[src/design/efr_pkg.sv]
// ----------------------------------------------------------------------------
// efr_pkg
// Shared types, codes and the CRC-8 byte update for the escaped frame receiver.
// ----------------------------------------------------------------------------
package efr_pkg;

  // configuration register indexes
  localparam logic CFG_FRAME_BYTE  = 1'b0;
  localparam logic CFG_ESCAPE_BYTE = 1'b1;

  // reset values of the configuration registers
  localparam logic [7:0] FRAME_BYTE_RST  = 8'd254;
  localparam logic [7:0] ESCAPE_BYTE_RST = 8'd253;

  // unescape mask and reflected polynomial
  localparam logic [7:0] ESC_XOR  = 8'h20;
  localparam logic [7:0] CRC_POLY = 8'h8C;

  // command carried from the front end to the back end
  typedef enum logic {
    CMD_DATA = 1'b0,
    CMD_END  = 1'b1
  } efr_cmd_t;

  // kind of a result transaction
  typedef enum logic {
    ITEM_PAYLOAD = 1'b0,
    ITEM_END     = 1'b1
  } efr_item_t;

  // one queue entry
  typedef struct packed {
    efr_cmd_t   cmd;
    logic [7:0] data;
  } efr_entry_t;

  // one byte of the reflected Maxim CRC-8
  function automatic logic [7:0] crc8_update(input logic [7:0] crc, input logic [7:0] b);
    logic [7:0] v;
    v = crc ^ b;
    for (int i = 0; i < 8; i++) begin
      if (v[0]) begin
        v = (v >> 1) ^ CRC_POLY;
      end else begin
        v = v >> 1;
      end
    end
    return v;
  endfunction

endpackage

[src/design/efr_in_if.sv]
// ----------------------------------------------------------------------------
// efr_in_if
// Received line byte channel: valid, ready and one raw byte.
// ----------------------------------------------------------------------------
interface efr_in_if;
  logic       valid;
  logic       ready;
  logic [7:0] rx_byte;

  modport source (output valid, output rx_byte, input ready);
  modport sink   (input valid, input rx_byte, output ready);
endinterface

[src/design/efr_out_if.sv]
// ----------------------------------------------------------------------------
// efr_out_if
// Result channel: payload bytes and end of frame markers with the CRC flag.
// ----------------------------------------------------------------------------
interface efr_out_if;
  logic       valid;
  logic       ready;
  logic       item_kind;
  logic [7:0] payload_byte;
  logic       crc_good;

  modport source (output valid, output item_kind, output payload_byte, output crc_good,
                  input ready);
  modport sink   (input valid, input item_kind, input payload_byte, input crc_good,
                  output ready);
endinterface

[src/design/efr_front.sv]
// ----------------------------------------------------------------------------
// efr_front
// Classifies line bytes into delimiters, escapes and data, unescapes data
// bytes and pushes commands into the queue. Holds the configuration registers.
// ----------------------------------------------------------------------------
module efr_front (
  input  logic                  clk,
  input  logic                  rst_n,
  // configuration write port
  input  logic                  cfg_we,
  input  logic                  cfg_index,
  input  logic [7:0]            cfg_data,
  // line byte input
  input  logic                  in_valid,
  output logic                  in_ready,
  input  logic [7:0]            in_byte,
  // queue push side
  output logic                  push_valid,
  input  logic                  push_ready,
  output efr_pkg::efr_entry_t   push_entry
);

  logic [7:0] frame_byte_r;
  logic [7:0] escape_byte_r;
  logic       esc_pending_r;
  logic       esc_pending_nxt;
  logic       accept;
  logic       is_frame;
  logic       is_escape;

  // configuration registers
  always_ff @(posedge clk) begin
    if (!rst_n) begin
      frame_byte_r  <= efr_pkg::FRAME_BYTE_RST;
      escape_byte_r <= efr_pkg::ESCAPE_BYTE_RST;
    end else if (cfg_we) begin
      case (cfg_index)
        efr_pkg::CFG_FRAME_BYTE:  frame_byte_r  <= cfg_data;
        efr_pkg::CFG_ESCAPE_BYTE: escape_byte_r <= cfg_data;
        default: ;
      endcase
    end
  end

  // byte classification, delimiter wins over escape
  assign is_frame  = (in_byte == frame_byte_r);
  assign is_escape = !is_frame && (in_byte == escape_byte_r);
  assign in_ready  = push_ready;
  assign accept    = in_valid && in_ready;

  // escapes never reach the queue
  assign push_valid = in_valid && !is_escape;

  always_comb begin
    push_entry.cmd  = is_frame ? efr_pkg::CMD_END : efr_pkg::CMD_DATA;
    push_entry.data = esc_pending_r ? (in_byte ^ efr_pkg::ESC_XOR) : in_byte;
  end

  // escape flag: set by an escape, cleared by a data byte, kept over delimiters
  always_comb begin
    esc_pending_nxt = esc_pending_r;
    if (accept) begin
      if (is_escape) begin
        esc_pending_nxt = 1'b1;
      end else if (!is_frame) begin
        esc_pending_nxt = 1'b0;
      end
    end
  end

  always_ff @(posedge clk) begin
    if (!rst_n) begin
      esc_pending_r <= 1'b0;
    end else begin
      esc_pending_r <= esc_pending_nxt;
    end
  end

endmodule

[src/design/efr_fifo.sv]
// ----------------------------------------------------------------------------
// efr_fifo
// Small command queue between the front end and the back end.
// ----------------------------------------------------------------------------
module efr_fifo #(
  parameter int DEPTH = 2
) (
  input  logic                clk,
  input  logic                rst_n,
  input  logic                push_valid,
  output logic                push_ready,
  input  efr_pkg::efr_entry_t push_entry,
  output logic                pop_valid,
  input  logic                pop_ready,
  output efr_pkg::efr_entry_t pop_entry
);

  localparam int PW = $clog2(DEPTH);
  localparam int CW = $clog2(DEPTH + 1);
  localparam logic [PW-1:0] LAST = PW'(DEPTH - 1);
  localparam logic [CW-1:0] FULL = CW'(DEPTH);
  localparam logic [PW-1:0] PTR_ONE = PW'(1);
  localparam logic [CW-1:0] CNT_ONE = CW'(1);

  efr_pkg::efr_entry_t mem [DEPTH];
  logic [PW-1:0] wr_ptr_r;
  logic [PW-1:0] rd_ptr_r;
  logic [CW-1:0] count_r;
  logic [CW-1:0] count_nxt;
  logic          do_push;
  logic          do_pop;

  assign push_ready = (count_r != FULL);
  assign pop_valid  = (count_r != '0);
  assign do_push    = push_valid && push_ready;
  assign do_pop     = pop_valid && pop_ready;
  assign pop_entry  = mem[rd_ptr_r];

  // storage
  always_ff @(posedge clk) begin
    if (do_push) begin
      mem[wr_ptr_r] <= push_entry;
    end
  end

  // occupancy
  always_comb begin
    count_nxt = count_r;
    if (do_push && !do_pop) begin
      count_nxt = count_r + CNT_ONE;
    end else if (do_pop && !do_push) begin
      count_nxt = count_r - CNT_ONE;
    end
  end

  // pointers
  always_ff @(posedge clk) begin
    if (!rst_n) begin
      wr_ptr_r <= '0;
      rd_ptr_r <= '0;
      count_r  <= '0;
    end else begin
      count_r <= count_nxt;
      if (do_push) begin
        wr_ptr_r <= (wr_ptr_r == LAST) ? '0 : wr_ptr_r + PTR_ONE;
      end
      if (do_pop) begin
        rd_ptr_r <= (rd_ptr_r == LAST) ? '0 : rd_ptr_r + PTR_ONE;
      end
    end
  end

endmodule

[src/design/efr_back.sv]
// ----------------------------------------------------------------------------
// efr_back
// Runs the CRC-8, holds each data byte back by one, and emits payload bytes
// and end of frame markers through an output register.
// ----------------------------------------------------------------------------
module efr_back (
  input  logic                clk,
  input  logic                rst_n,
  // queue pop side
  input  logic                pop_valid,
  output logic                pop_ready,
  input  efr_pkg::efr_entry_t pop_entry,
  // result output
  output logic                out_valid,
  input  logic                out_ready,
  output logic                out_kind,
  output logic [7:0]          out_byte,
  output logic                out_good
);

  logic       held_valid_r;
  logic       held_valid_nxt;
  logic [7:0] held_byte_r;
  logic [7:0] crc_r;
  logic [7:0] crc_nxt;
  logic       out_valid_r;
  logic       out_valid_nxt;
  logic       out_kind_r;
  logic [7:0] out_byte_r;
  logic       out_good_r;
  logic       emit;
  logic       pop;
  logic       pop_end;
  logic       pop_data;

  // take a command whenever the output register is free or draining
  assign pop_ready = !out_valid_r || out_ready;
  assign pop       = pop_valid && pop_ready;
  assign pop_end   = pop && (pop_entry.cmd == efr_pkg::CMD_END);
  assign pop_data  = pop && (pop_entry.cmd == efr_pkg::CMD_DATA);

  // a result only when a byte is held
  assign emit = pop && held_valid_r;

  // frame state next values
  always_comb begin
    held_valid_nxt = held_valid_r;
    crc_nxt        = crc_r;
    if (pop_end) begin
      held_valid_nxt = 1'b0;
      crc_nxt        = '0;
    end else if (pop_data) begin
      held_valid_nxt = 1'b1;
      crc_nxt        = efr_pkg::crc8_update(crc_r, pop_entry.data);
    end
  end

  always_ff @(posedge clk) begin
    if (!rst_n) begin
      held_valid_r <= 1'b0;
      crc_r        <= '0;
    end else begin
      held_valid_r <= held_valid_nxt;
      crc_r        <= crc_nxt;
    end
  end

  always_ff @(posedge clk) begin
    if (pop_data) begin
      held_byte_r <= pop_entry.data;
    end
  end

  // output register
  always_comb begin
    out_valid_nxt = out_valid_r;
    if (emit) begin
      out_valid_nxt = 1'b1;
    end else if (out_ready) begin
      out_valid_nxt = 1'b0;
    end
  end

  always_ff @(posedge clk) begin
    if (!rst_n) begin
      out_valid_r <= 1'b0;
    end else begin
      out_valid_r <= out_valid_nxt;
    end
  end

  always_ff @(posedge clk) begin
    if (emit) begin
      if (pop_end) begin
        out_kind_r <= efr_pkg::ITEM_END;
        out_byte_r <= '0;
        out_good_r <= (crc_r == '0);
      end else begin
        out_kind_r <= efr_pkg::ITEM_PAYLOAD;
        out_byte_r <= held_byte_r;
        out_good_r <= 1'b0;
      end
    end
  end

  assign out_valid = out_valid_r;
  assign out_kind  = out_kind_r;
  assign out_byte  = out_byte_r;
  assign out_good  = out_good_r;

  // a payload result never carries a good flag, an end marker never a byte
  a_result_fields: assert property (@(posedge clk) disable iff (!rst_n)
    out_valid_r |-> ((out_kind_r == efr_pkg::ITEM_PAYLOAD) ? !out_good_r
                                                           : (out_byte_r == '0)))
    else $error("result fields inconsistent with item kind");

  // closing a frame empties it and clears the crc
  a_end_clears: assert property (@(posedge clk) disable iff (!rst_n)
    pop_end |=> (!held_valid_r && (crc_r == '0)))
    else $error("frame state not cleared at delimiter");

  // a data byte always leaves a held byte behind
  a_data_holds: assert property (@(posedge clk) disable iff (!rst_n)
    pop_data |=> held_valid_r)
    else $error("data byte not held");

  // a held result is never overwritten before it is taken
  a_no_overwrite: assert property (@(posedge clk) disable iff (!rst_n)
    (out_valid_r && !out_ready) |-> !emit)
    else $error("result register overwritten while stalled");

endmodule

[src/design/escaped_frame_receiver_crc8_core.sv]
// ----------------------------------------------------------------------------
// escaped_frame_receiver_crc8_core
// Byte-stuffed frame receiver with a per-frame reflected CRC-8 check.
//
//   channel | direction | handshake     | payload
//   --------+-----------+---------------+-----------------------------------
//   in_if   | sink      | valid / ready | rx_byte[7:0]
//   out_if  | source    | valid / ready | item_kind, payload_byte[7:0], crc_good
//   cfg_*   | sink      | cfg_we        | cfg_index (0 frame, 1 escape), cfg_data
//
// One line byte per cycle is taken while the queue has room; a result leaves via the
// queue and the output register once the next data byte or delimiter is popped.
// Reset (rst_n low, synchronous) empties the queue, the frame and the output.
// The queue holds QUEUE_DEPTH commands, so input stalls only once the output
// has been stalled long enough to fill it.
// ----------------------------------------------------------------------------
module escaped_frame_receiver_crc8_core #(
  parameter int QUEUE_DEPTH = 2
) (
  input  logic        clk,
  input  logic        rst_n,
  input  logic        cfg_we,
  input  logic        cfg_index,
  input  logic [7:0]  cfg_data,
  efr_in_if.sink      in_if,
  efr_out_if.source   out_if
);

  logic                push_valid;
  logic                push_ready;
  efr_pkg::efr_entry_t push_entry;
  logic                pop_valid;
  logic                pop_ready;
  efr_pkg::efr_entry_t pop_entry;

  // classify and unescape
  efr_front u_front (
    .clk        (clk),
    .rst_n      (rst_n),
    .cfg_we     (cfg_we),
    .cfg_index  (cfg_index),
    .cfg_data   (cfg_data),
    .in_valid   (in_if.valid),
    .in_ready   (in_if.ready),
    .in_byte    (in_if.rx_byte),
    .push_valid (push_valid),
    .push_ready (push_ready),
    .push_entry (push_entry)
  );

  // command queue
  efr_fifo #(
    .DEPTH (QUEUE_DEPTH)
  ) u_fifo (
    .clk        (clk),
    .rst_n      (rst_n),
    .push_valid (push_valid),
    .push_ready (push_ready),
    .push_entry (push_entry),
    .pop_valid  (pop_valid),
    .pop_ready  (pop_ready),
    .pop_entry  (pop_entry)
  );

  // crc, hold-back and result output
  efr_back u_back (
    .clk       (clk),
    .rst_n     (rst_n),
    .pop_valid (pop_valid),
    .pop_ready (pop_ready),
    .pop_entry (pop_entry),
    .out_valid (out_if.valid),
    .out_ready (out_if.ready),
    .out_kind  (out_if.item_kind),
    .out_byte  (out_if.payload_byte),
    .out_good  (out_if.crc_good)
  );

endmodule

[src/flat_wrapper.sv]
// flat-port wrapper written by rule: the top's interface ports become plain ports
module escaped_frame_receiver_crc8_core_flat 
#(
  parameter int QUEUE_DEPTH = 2
)
  (clk, rst_n, cfg_we, cfg_index, cfg_data, in_if_valid, in_if_rx_byte, in_if_ready, out_if_valid, out_if_item_kind, out_if_payload_byte, out_if_crc_good, out_if_ready);
  efr_in_if in_if_i ();
  efr_out_if out_if_i ();
  input  logic clk;
  input  logic rst_n;
  input  logic cfg_we;
  input  logic cfg_index;
  input  logic [7:0] cfg_data;
  input wire logic [$bits(in_if_i.valid)-1:0] in_if_valid;
  input wire logic [$bits(in_if_i.rx_byte)-1:0] in_if_rx_byte;
  output wire logic [$bits(in_if_i.ready)-1:0] in_if_ready;
  output wire logic [$bits(out_if_i.valid)-1:0] out_if_valid;
  output wire logic [$bits(out_if_i.item_kind)-1:0] out_if_item_kind;
  output wire logic [$bits(out_if_i.payload_byte)-1:0] out_if_payload_byte;
  output wire logic [$bits(out_if_i.crc_good)-1:0] out_if_crc_good;
  input wire logic [$bits(out_if_i.ready)-1:0] out_if_ready;
  assign in_if_i.valid = in_if_valid;
  assign in_if_i.rx_byte = in_if_rx_byte;
  assign in_if_ready = in_if_i.ready;
  assign out_if_valid = out_if_i.valid;
  assign out_if_item_kind = out_if_i.item_kind;
  assign out_if_payload_byte = out_if_i.payload_byte;
  assign out_if_crc_good = out_if_i.crc_good;
  assign out_if_i.ready = out_if_ready;
  escaped_frame_receiver_crc8_core #(.QUEUE_DEPTH(QUEUE_DEPTH)) u_core (.clk(clk), .rst_n(rst_n), .cfg_we(cfg_we), .cfg_index(cfg_index), .cfg_data(cfg_data), .in_if(in_if_i), .out_if(out_if_i));
endmodule
[config.mk]
export PLATFORM = sky130hd
export DESIGN_NAME = escaped_frame_receiver_crc8_core_flat
export DESIGN_NICKNAME = d
export VERILOG_FILES = /design/src/design/efr_pkg.sv /design/src/design/efr_in_if.sv /design/src/design/efr_out_if.sv /design/src/design/efr_front.sv /design/src/design/efr_fifo.sv /design/src/design/efr_back.sv /design/src/design/escaped_frame_receiver_crc8_core.sv /design/src/flat_wrapper.sv
export SDC_FILE = /design/constraint.sdc
export NUM_CORES = 1
export LEC_CHECK = 0
export BUFFER_PORTS_ARGS = -buffer_cell sky130_fd_sc_hd__clkbuf_2
export CAP_MARGIN = 20
export CORE_UTILIZATION = 52
export DETAILED_ROUTE_END_ITERATION = 8
export PLACE_DENSITY = 0.75
export SETUP_SLACK_MARGIN = 0.2
export SKIP_CTS_REPAIR_TIMING = 1
export SLEW_MARGIN = 10
export SYNTH_ARGS = -nofsm -noshare
export SYNTH_HDL_FRONTEND = slang
export SYNTH_HIERARCHICAL = 1
export SYNTH_SLANG_ARGS = --single-unit
[constraint.sdc]
create_clock -name clk -period 2.23 [get_ports clk]
set_clock_uncertainty 0.05 [all_clocks]
set_input_delay 0.1115 -clock clk [delete_from_list [all_inputs] [get_ports clk]]
set_output_delay 0.1115 -clock clk [all_outputs]
set_load 0.01 [all_outputs]
======== After elaboration in Yosys (flattened, before gate mapping) ========
Memories as Yosys holds them, arrays and structs flattened. A register that Yosys moved wholly into a read port is not among the register bits.
Cells that the tools add are included.
storage, ports and cells
  memory bits (writable) .................. 18
  memories ................................ 1
  bits in registers ....................... 49
  word-level logic and storage cells ...... 96
operators by class
  add/sub/neg operators ................... 4
  bitwise logic cells ..................... 13
  multiplexer cells ....................... 37
  reduce and logical (&&, ||, !) cells .... 24
  equal/unequal tests ..................... 4
memories
  name               words  bits a word  rd ports  clocked after memory_dff  write ports  line            source
  u_core.u_fifo.mem  2      9            1         1                         1            efr_fifo.sv:25  efr_pkg::efr_entry_t mem [DEPTH];
operators with widths
  cell                                                   count
  2-to-1 mux 8 bit                                       22
  NOT 2 -> 3 bit                                         8
  equality test 8 bit                                    2
  2-to-1 mux 1 bit                                       12
  logical AND 1 bit                                      10
  zero test 8 bit                                        1
  bitwise XOR 8 bit                                      1
  2-to-1 mux 6 bit                                       1
  AND reduction 2 bit                                    3
  nonzero test 2 bit                                     3
  zero test 1 bit                                        5
  2-to-1 mux 2 bit                                       2
  NOT 1 bit                                              4
  adder 1 bit, second input constant                     2
  adder 2 x 1 -> 2 bit, second input constant            1
  inequality test 2 x 1 -> 1 bit, second input constant  1
  inequality test 2 bit, second input constant           1
  OR reduction 2 bit                                     1
  subtractor 2 x 1 -> 2 bit, second input constant       1
  logical OR 1 bit                                       1

======== Longest topological paths before layout ========
Gate-level depths: netlist (run 1).
  depth in word-level cells ............... 32
  gate-level depth with buffers ........... 9

======== Cells and area by module ========
Netlist (run 1), hierarchy kept.
by module, submodules not included
  module     cells each  area an instance (um2)  times used
  efr_back   89          1,194.9                 1
  efr_front  111         894.6                   1
  efr_fifo   53          880.8                   1

======== Worst setup path after synthesis (run 1) ========
OpenSTA, ideal clock, no wires.
  kind .................................... reg2reg
  start ................................... register u_core.u_front.frame_byte_r[4]
  end ..................................... register u_core.u_fifo.count_r[1]
  stages on the path, launching flop included .. 9
  library setup time ...................... 0.070 ns
  setup slack ............................. 0.095 ns
  data arrival time ....................... 2.015 ns
  data required time ...................... 2.110 ns
  cell sequence ........................... dfxtp_1 xor2_1 nor4_4 and2_1 o31a_1 and2_1 ha_1 or3_1 a21oi_1
on the way
  word-level cells in the longest chain between the ends .. 9
RTL lines
  element                              line                                    source
  start: declaration                   efr_front.sv:23                         logic [7:0] frame_byte_r;
  start signal: assignment             efr_front.sv:34                         frame_byte_r <= efr_pkg::FRAME_BYTE_RST;
  start signal: assignment             efr_front.sv:38                         efr_pkg::CFG_FRAME_BYTE: frame_byte_r <= cfg_data;
  equality test 8 bit (*)              efr_front.sv:46                         assign is_frame = (in_byte == frame_byte_r);
  via u_core.u_front.is_frame          efr_front.sv:28                         logic is_frame;
  zero test 1 bit (*)                  -
  logical AND 1 bit (*)                efr_front.sv:47                         assign is_escape = !is_frame && (in_byte == escape_byte_r);
  zero test 1 bit (*)                  efr_front.sv:52                         assign push_valid = in_valid && !is_escape;
  logical AND 1 bit (*)                efr_front.sv:52
  via u_core.push_valid                escaped_frame_receiver_crc8_core.sv:29  logic push_valid;
  logical AND 1 bit (*)                efr_fifo.sv:35                          assign do_push = push_valid && push_ready;
  via u_core.u_fifo.do_push            efr_fifo.sv:30                          logic do_push;
  zero test 1 bit                      efr_fifo.sv:51                          end else if (do_pop && !do_push) begin
  logical AND 1 bit                    efr_fifo.sv:51
  nonzero test 2 bit (no source line)  -
  end signal: assignment               efr_fifo.sv:63                          count_r <= count_nxt;
  end: declaration                     efr_fifo.sv:28                          logic [CW-1:0] count_r;
The timed path passes the listed nets; every way through them passes the cells marked *.
A chain may end at the register's enable or synchronous reset.

======== Worst setup path in the final report (run 1) ========
  start ................................... register u_core.u_front.frame_byte_r[4]
  end ..................................... register u_core.u_fifo.count_r[1]
on the way
  word-level cells in the longest chain between the ends .. 9
RTL lines
  element                              line
  equality test 8 bit (*)              efr_front.sv:46
  zero test 1 bit (*)                  -
  logical AND 1 bit (*)                efr_front.sv:47
  zero test 1 bit (*)                  efr_front.sv:52
  logical AND 1 bit (*)                efr_front.sv:52
  via u_core.push_valid                escaped_frame_receiver_crc8_core.sv:29
  logical AND 1 bit (*)                efr_fifo.sv:35
  via u_core.u_fifo.do_push            efr_fifo.sv:30
  zero test 1 bit                      efr_fifo.sv:51
  logical AND 1 bit                    efr_fifo.sv:51
  nonzero test 2 bit (no source line)  -
Marked as above.

==> results of run 1 <==
-- power by group through the flow --
stage | registers, mW | clock network (mW) | logic (mW)
after floorplan | 1.80 | 0 | 1.42
after global placement | 1.82 | 0 | 1.79
after detailed placement | 1.83 | 0 | 1.85
after CTS | 1.80 | 1.15 | 1.86
after global routing | 1.85 | 1.21 | 2.23
final | 1.82 | 1.13 | 2.04
-- flip-flops by register name, summed over array words and instances (netlist names), named ones only --
signal                        flops
u_core/u_back/crc_r               8
u_core/u_back/held_byte_r         8
u_core/u_back/held_valid_r        1
u_core/u_back/out_byte            8
u_core/u_back/out_good            1
u_core/u_back/out_kind            1
u_core/u_back/out_valid           1
u_core/u_fifo/count_r             2
u_core/u_fifo/mem                18
u_core/u_fifo/rd_ptr_r            1
u_core/u_fifo/wr_ptr_r            1
u_core/u_front/esc_pending_r      1
u_core/u_front/escape_byte_r      8
u_core/u_front/frame_byte_r       8
-- cell type report --
class,count,share of cell area
clock buffers,10,0.0373
clock inverters,6,0.0238
inverters,5,0.00577
multi-input cells,165,0.335
flip-flops and latches,68,0.470
well taps,72,0.0244
repair buffers,57,0.104
-- placed cells by master (no fill, tap or decap), drive strengths merged, types with 4 or more instances in the layout --
cell         Yosys  final
buf             10      9
a21oi            5      5
nand2           38     38
nor2             6      6
inv              5      5
a32o             4      4
edfxtp          36     36
dlygate4sd3      0     15
clkbuf           5     43
nand3           14     14
dfxtp           32     32
xnor2           25     25
and2            13     13
mux2            10     10
xor2            17     17
nor4             4      4
-- cell families (layout without fill, tap and decap cells) --
kind of cell,after synthesis,count (layout)
xor+xnor,42,42
mux,10,10
buf+inv,20,78
flops,68,68
compound gates,19,19
fa+ha+maj,1,1
simple gates,93,93
-- critical path, delay by kind of cell (launching register included) --
family / cells / cell delay [ns]
fa+ha+maj: 1 / 0.15
flops: 1 / 0.35
xor+xnor: 2 / 0.35
simple gates: 4 / 0.79
compound gates: 2 / 0.43
-- layer usage --
metal	GRT usage	up-vias
li1	-	963
met1	0.209	918
met2	0.330	41
met3	0.0388	6
met4	0.130	0
met5	0	-
-- final timing paths --
path | startpoint | end
min | rst_n | u_core/u_front/escape_byte_r[6]
max reg2reg | u_core/u_front/frame_byte_r[4] | u_core/u_fifo/count_r[1]
min reg2reg | u_core/u_back/held_valid_r | u_core/u_back/out_valid
max | u_core/u_front/frame_byte_r[4] | u_core/u_fifo/count_r[1]
==> results.yml, run 1 <==
power:
  clock_power_share: 0.227
  netSwitchingPower_mw: 1.63
  p_total_mw: 4.98
  intPower_mw: 3.35
  pwr-share-seq: 0.365
  static-leakage-power_nw: 1.44
  power.share.combinational: 0.409
  pwr_density_cell_nw_per_um2: 1350
  ir_drop_mv: 0.543
  swShare: 0.328
drt:
  met1_length_mm: 2.22
  vias_per_cell: 5.03
  met2_length_mm: 2.90
  drt-pass1-iter-count: 4
  wl_met3_um: 153
  postRouteAntennaNets: 0
  drt-total-wl_mm: 5.37
  dr.max_layer_used: "met4"
  avgRoutedWirePerCell_um: 14.0
  drcViolationCount: 0
  vias: 1928
  dr.first_iter.drc_count: 67
synth:
  postSynthAreaPerCell_um2: 11.7
  post-synth-top-area-cell: "edfxtp_1"
  postSynth.asyncResetShare: 0
  synth.area.top_cells: "edfxtp_1 (36%), dfxtp_1 (22%), xnor2_1 (6.5%)"
  complex_gate_fraction_of_the_synthesized_area: 0.0455
  synthesis.area_um2: 2970
  dominantRegCellSynth: "edfxtp_1"
  post_synth_fa_ha_maj_area_fraction: 0.00421
  synth.lib_cells_used.distinct: 37
  netlist_top_cells_count: "nand2_1 (38), edfxtp_1 (36), dfxtp_1 (32), xnor2_1 (22), xor2_1 (17)"
  yosys.cell_count.top_type: "nand2_1"
  fraction_of_the_mapped_netlist_area_in_simple_logic_gates: 0.163
  post_synth_xor_area_fraction: 0.131
  ys.warnings.count: 6
  syn-instance-count: 253
  synth_top_family_by_area: "simple AND/OR/NAND/NOR gates"
  ys_seq_elements: 68
  synth_top_area_frac: 0.364
  syn_nets: 276
  multiplexer_area_fraction_after_synthesis: 0.0392
  proportion_of_synthesized_chip_area_in_sequential_cells: 0.580
  synth-edff-count: 36
outcome:
  run_status: "complete, no violations"
cells_and_area:
  regArea_um2: 1730
  fillCellCount: 409
  multiInputGateArea_um2: 1240
  num-nets-final: 329
  diodes: 0
  layout.cells.non_filler: 383
  syn2layout_area_growth_pct: 24.1
  final_layout_size_suffix_gt1_frac: 0.302
  post-route-util: 0.670
  fin_area_um2: 3690
hold_path:
  holdCritPathClass: "primary input to flop"
  holdPathStages: 2
critical_path:
  critical_path_type: "flop to flop"
  critical_path.max_stage_delay_ns: 0.39
  reg2reg_depth: 9
  cp-start-kind: "flop"
  worst-endpoint-required_ns: 2.46
  worst_path_most_repeated_cell: "and2_4"
  worst_path_max_delay_cell: "or3_1"
  cp-end-kind: "flop"
  critPathMaxFanout: 3
  critPathArrivalTime_ns: 2.42
  critical_path.cell_chain: "xor2_2 > nor4_4 > and2_4 > o31a_1 > and2_4 > ha_4 > xor2_1 > or3_1 > a21oi_2"
  reg2reg_slack_ns: 0.04
floorplanning:
  die_area_um2: 6020
  placeableCoreArea_um2: 5510
  die_y_um: 77.6
  die_width_um: 77.6
  initial_utilization: 0.539
  placementRows: 27
  ioPinCount: 34
grt:
  antenna_found_initial: 0
  overflow: 0
  grt_start_max_net_pins: 14
  global_route_wire_length_before_repair_mm: 8.47
  groute.usage.overall: 0.190
  first_global_vias: 1870
clock_tree:
  tritoncts_clock_tree: "built"
  cts_inserted_buffers: 9
  clk_latency_ns: 0.34
  clockRootBuffer: "clkbuf_8"
  clockBufferDepth: 2
  clock-sinks: 68
  cts-htree-levels: 3
  clkSlewWorstSetupHoldPaths_ns: 0.07
placed_design:
  globalplace.congestion: 0.809
  detailed_place.area_um2: 3220
  hpwl_mm: 3.77
  place_worst_setup_slack_ns: 0.0323
  dp_cells: 350
  io_buffer_count: 33
sta:
  final_worst_path_period_need_ns: 2.19
  setup-violations-final: 0
  setup-tns-final_ns: 0
  post-route-worst-setup-slack_ns: 0.0357
  hold_ws_ns: 0.0501
  hold_viol: 0
  maxClockFrequency_mhz: 456
  finalMaxSlewViolations: 0
  unrepaired_setup_endpoints_after_global_routing: "true"
  max_slew_margin: 0.639
  min_period_over_period: 0.984
  tightest_slew_ns: 0.537
flow_run:
  timing.max_cap.violations: 0
Note: power is estimated with default switching activity, not from simulation.
==> run 2, diff against run 1 <==
--- a/config.mk
+++ b/config.mk
@@ -7,13 +7,12 @@
 export LEC_CHECK = 0
 export BUFFER_PORTS_ARGS = -buffer_cell sky130_fd_sc_hd__clkbuf_2
 export CAP_MARGIN = 20
-export CORE_UTILIZATION = 52
+export CORE_UTILIZATION = 51
 export DETAILED_ROUTE_END_ITERATION = 8
-export PLACE_DENSITY = 0.75
+export PLACE_DENSITY = 0.74
 export SETUP_SLACK_MARGIN = 0.2
 export SKIP_CTS_REPAIR_TIMING = 1
 export SLEW_MARGIN = 10
 export SYNTH_ARGS = -nofsm -noshare
 export SYNTH_HDL_FRONTEND = slang
-export SYNTH_HIERARCHICAL = 1
 export SYNTH_SLANG_ARGS = --single-unit
==> results.yml, run 2 <==
critical_path:
  worst-endpoint-required_ns: 2.42
  reg2reg_slack_ns: 0.21
  cp-start-kind: "flop"
  reg2reg_depth: 6
  critical_path_type: "flop to flop"
  cp-end-kind: "flop"
  critPathArrivalTime_ns: 2.21
  r2r_end: "u_core.u_back.crc_r[1]"
  critPathMaxFanout: 8
grt:
  groute.usage.overall: 0.179
  global_route_wire_length_before_repair_mm: 7.89
  antenna_found_initial: 0
  grt_start_max_net_pins: 25
  overflow: 0
  first_global_vias: 1729
placed_design:
  io_buffer_count: 33
  place_worst_setup_slack_ns: 0.0238
  hpwl_mm: 3.37
  detailed_place.area_um2: 3110
  globalplace.congestion: 0.856
synth:
  complex_gate_fraction_of_the_synthesized_area: 0.0585
  ys_seq_elements: 68
  dominantRegCellSynth: "edfxtp_1"
  post_synth_fa_ha_maj_area_fraction: 0.00440
  synth_top_area_frac: 0.380
  ys.warnings.count: 0
  post-synth-top-area-cell: "edfxtp_1"
  proportion_of_synthesized_chip_area_in_sequential_cells: 0.605
  syn-instance-count: 232
  synth.lib_cells_used.distinct: 33
  multiplexer_area_fraction_after_synthesis: 0.0378
  post_synth_xor_area_fraction: 0.137
  postSynthAreaPerCell_um2: 12.3
  synthesis.area_um2: 2850
  netlist_top_cells_count: "edfxtp_1 (36), nand2_1 (36), dfxtp_1 (32), xnor2_1 (21), nand3_1 (14)"
  postSynth.asyncResetShare: 0
  syn_nets: 255
  synth.area.top_cells: "edfxtp_1 (38%), dfxtp_1 (23%), xnor2_1 (6.5%)"
  synth-edff-count: 36
  synth_top_family_by_area: "simple AND/OR/NAND/NOR gates"
  fraction_of_the_mapped_netlist_area_in_simple_logic_gates: 0.139
drt:
  drt-total-wl_mm: 5.06
  drcViolationCount: 0
  avgRoutedWirePerCell_um: 13.7
  vias: 1858
  vias_per_cell: 5.02
  drt-pass1-iter-count: 6
  dr.first_iter.drc_count: 151
  postRouteAntennaNets: 0
sta:
  tightest_slew_ns: 0.481
  maxClockFrequency_mhz: 496
  unrepaired_setup_endpoints_after_global_routing: "true"
  finalMaxSlewViolations: 0
  min_period_over_period: 0.905
  hold_ws_ns: 0.0244
  max_slew_margin: 0.679
  final_worst_path_period_need_ns: 2.02
  setup-tns-final_ns: 0
  setup-violations-final: 0
  hold_viol: 0
  post-route-worst-setup-slack_ns: 0.212
floorplanning:
  ioPinCount: 34
  die_width_um: 76.7
  initial_utilization: 0.543
  die_y_um: 76.7
  die_area_um2: 5880
  placementRows: 26
  placeableCoreArea_um2: 5240
power:
  static-leakage-power_nw: 1.46
  pwr_density_cell_nw_per_um2: 1360
  ir_drop_mv: 0.611
  p_total_mw: 4.89
cells_and_area:
  fin_area_um2: 3580
  num-nets-final: 318
  multiInputGateArea_um2: 1140
  final_layout_size_suffix_gt1_frac: 0.277
  layout_common_cells: "nand2_1 (36), edfxtp_1 (36), clkbuf_2 (33)"
  fillCellCount: 384
  regArea_um2: 1730
  regMostFlops: "u_core.u_fifo.mem"
  diodes: 0
  largest_reg_flops: 18
  syn2layout_area_growth_pct: 26.0
hold_path:
  holdCritPathClass: "primary input to flop"
  holdPathStages: 3
  hold_start: "out_if_ready"
  worstHoldEndpoint: "u_core.u_back.out_valid"
flow_run:
  timing.max_cap.violations: 0
clock_tree:
  tritoncts_clock_tree: "built"
  cts-htree-levels: 3
  cts_inserted_buffers: 9
  clk_latency_ns: 0.34
  clockRootBuffer: "clkbuf_8"
  clkSlewWorstSetupHoldPaths_ns: 0.07
  clock-sinks: 68
  clockBufferDepth: 2
outcome:
  run_status: "complete, no violations"
[run 2: cell type report]
type,count,share of cell area
Sequential cell,68,0.481
Multi-Input combinational cell,152,0.317
Timing Repair Buffer,61,0.115
Clock buffer,12,0.0464
Tap cell,70,0.0244
Clock inverter,4,0.0126
Inverter,3,0.00314
[run 2: kinds of logic after synthesis]
family,Yosys count
AOI/OAI and AO/OA,25
xor gates and xnor gates,36
adders and majority gates,1
buffers and inverters,12
DFF,68
muxes,9
and+or+nand+nor,81
[run 2: critical path: stages, from the launching register on]
cell and delay [ns]:
dfxtp_4 0.41, mux2_4 0.35, xor2_4 0.16, xnor3_4 0.37, xnor2_2 0.18, xor2_1 0.17, o221a_2 0.23
[run 2: per-layer routing]
layer | wire, µm | track usage | vias up
li1 | - | - | 925
met1 | 2090 | 0.202 | 874
met5 | 0 | 0 | -
met3 | 205 | 0.0560 | 11
met2 | 2640 | 0.303 | 48
met4 | 112 | 0.0923 | 0
[run 2: worst max-delay path by stage]
| stage | endpoint | cells after the start |
|---|---|---|
| 6_report | u_core.u_back.crc_r[1] | 6 |
| 5_1_grt | u_core.u_back.crc_r[2] | 6 |
| 4_1_cts | u_core.u_back.crc_r[7] | 6 |
| 3_5_place_dp | u_core.u_back.crc_r[1] | 6 |
| 3_3_place_gp | u_core.u_back.crc_r[3] | 5 |
| 2_1_floorplan | u_core.u_back.crc_r[3] | 6 |
[run 2: stage by stage]
stage | std cells | utilization
after floorplan | 232 | -
after global placement | 333 | 0.594
after detailed placement | 333 | 0.594
after CTS | 349 | 0.634
after global routing | 370 | 0.684
final | 370 | 0.684
[run 2: power breakdown]
group | switching (mW) | internal [mW] | total (mW) | leakage (nW)
clock | 0.446 | 0.609 | 1.06 | 0.111
sequential | 0.172 | 1.66 | 1.83 | 0.600
combinational | 0.932 | 1.08 | 2.01 | 0.747
total | 1.55 | 3.34 | 4.89 | 1.46
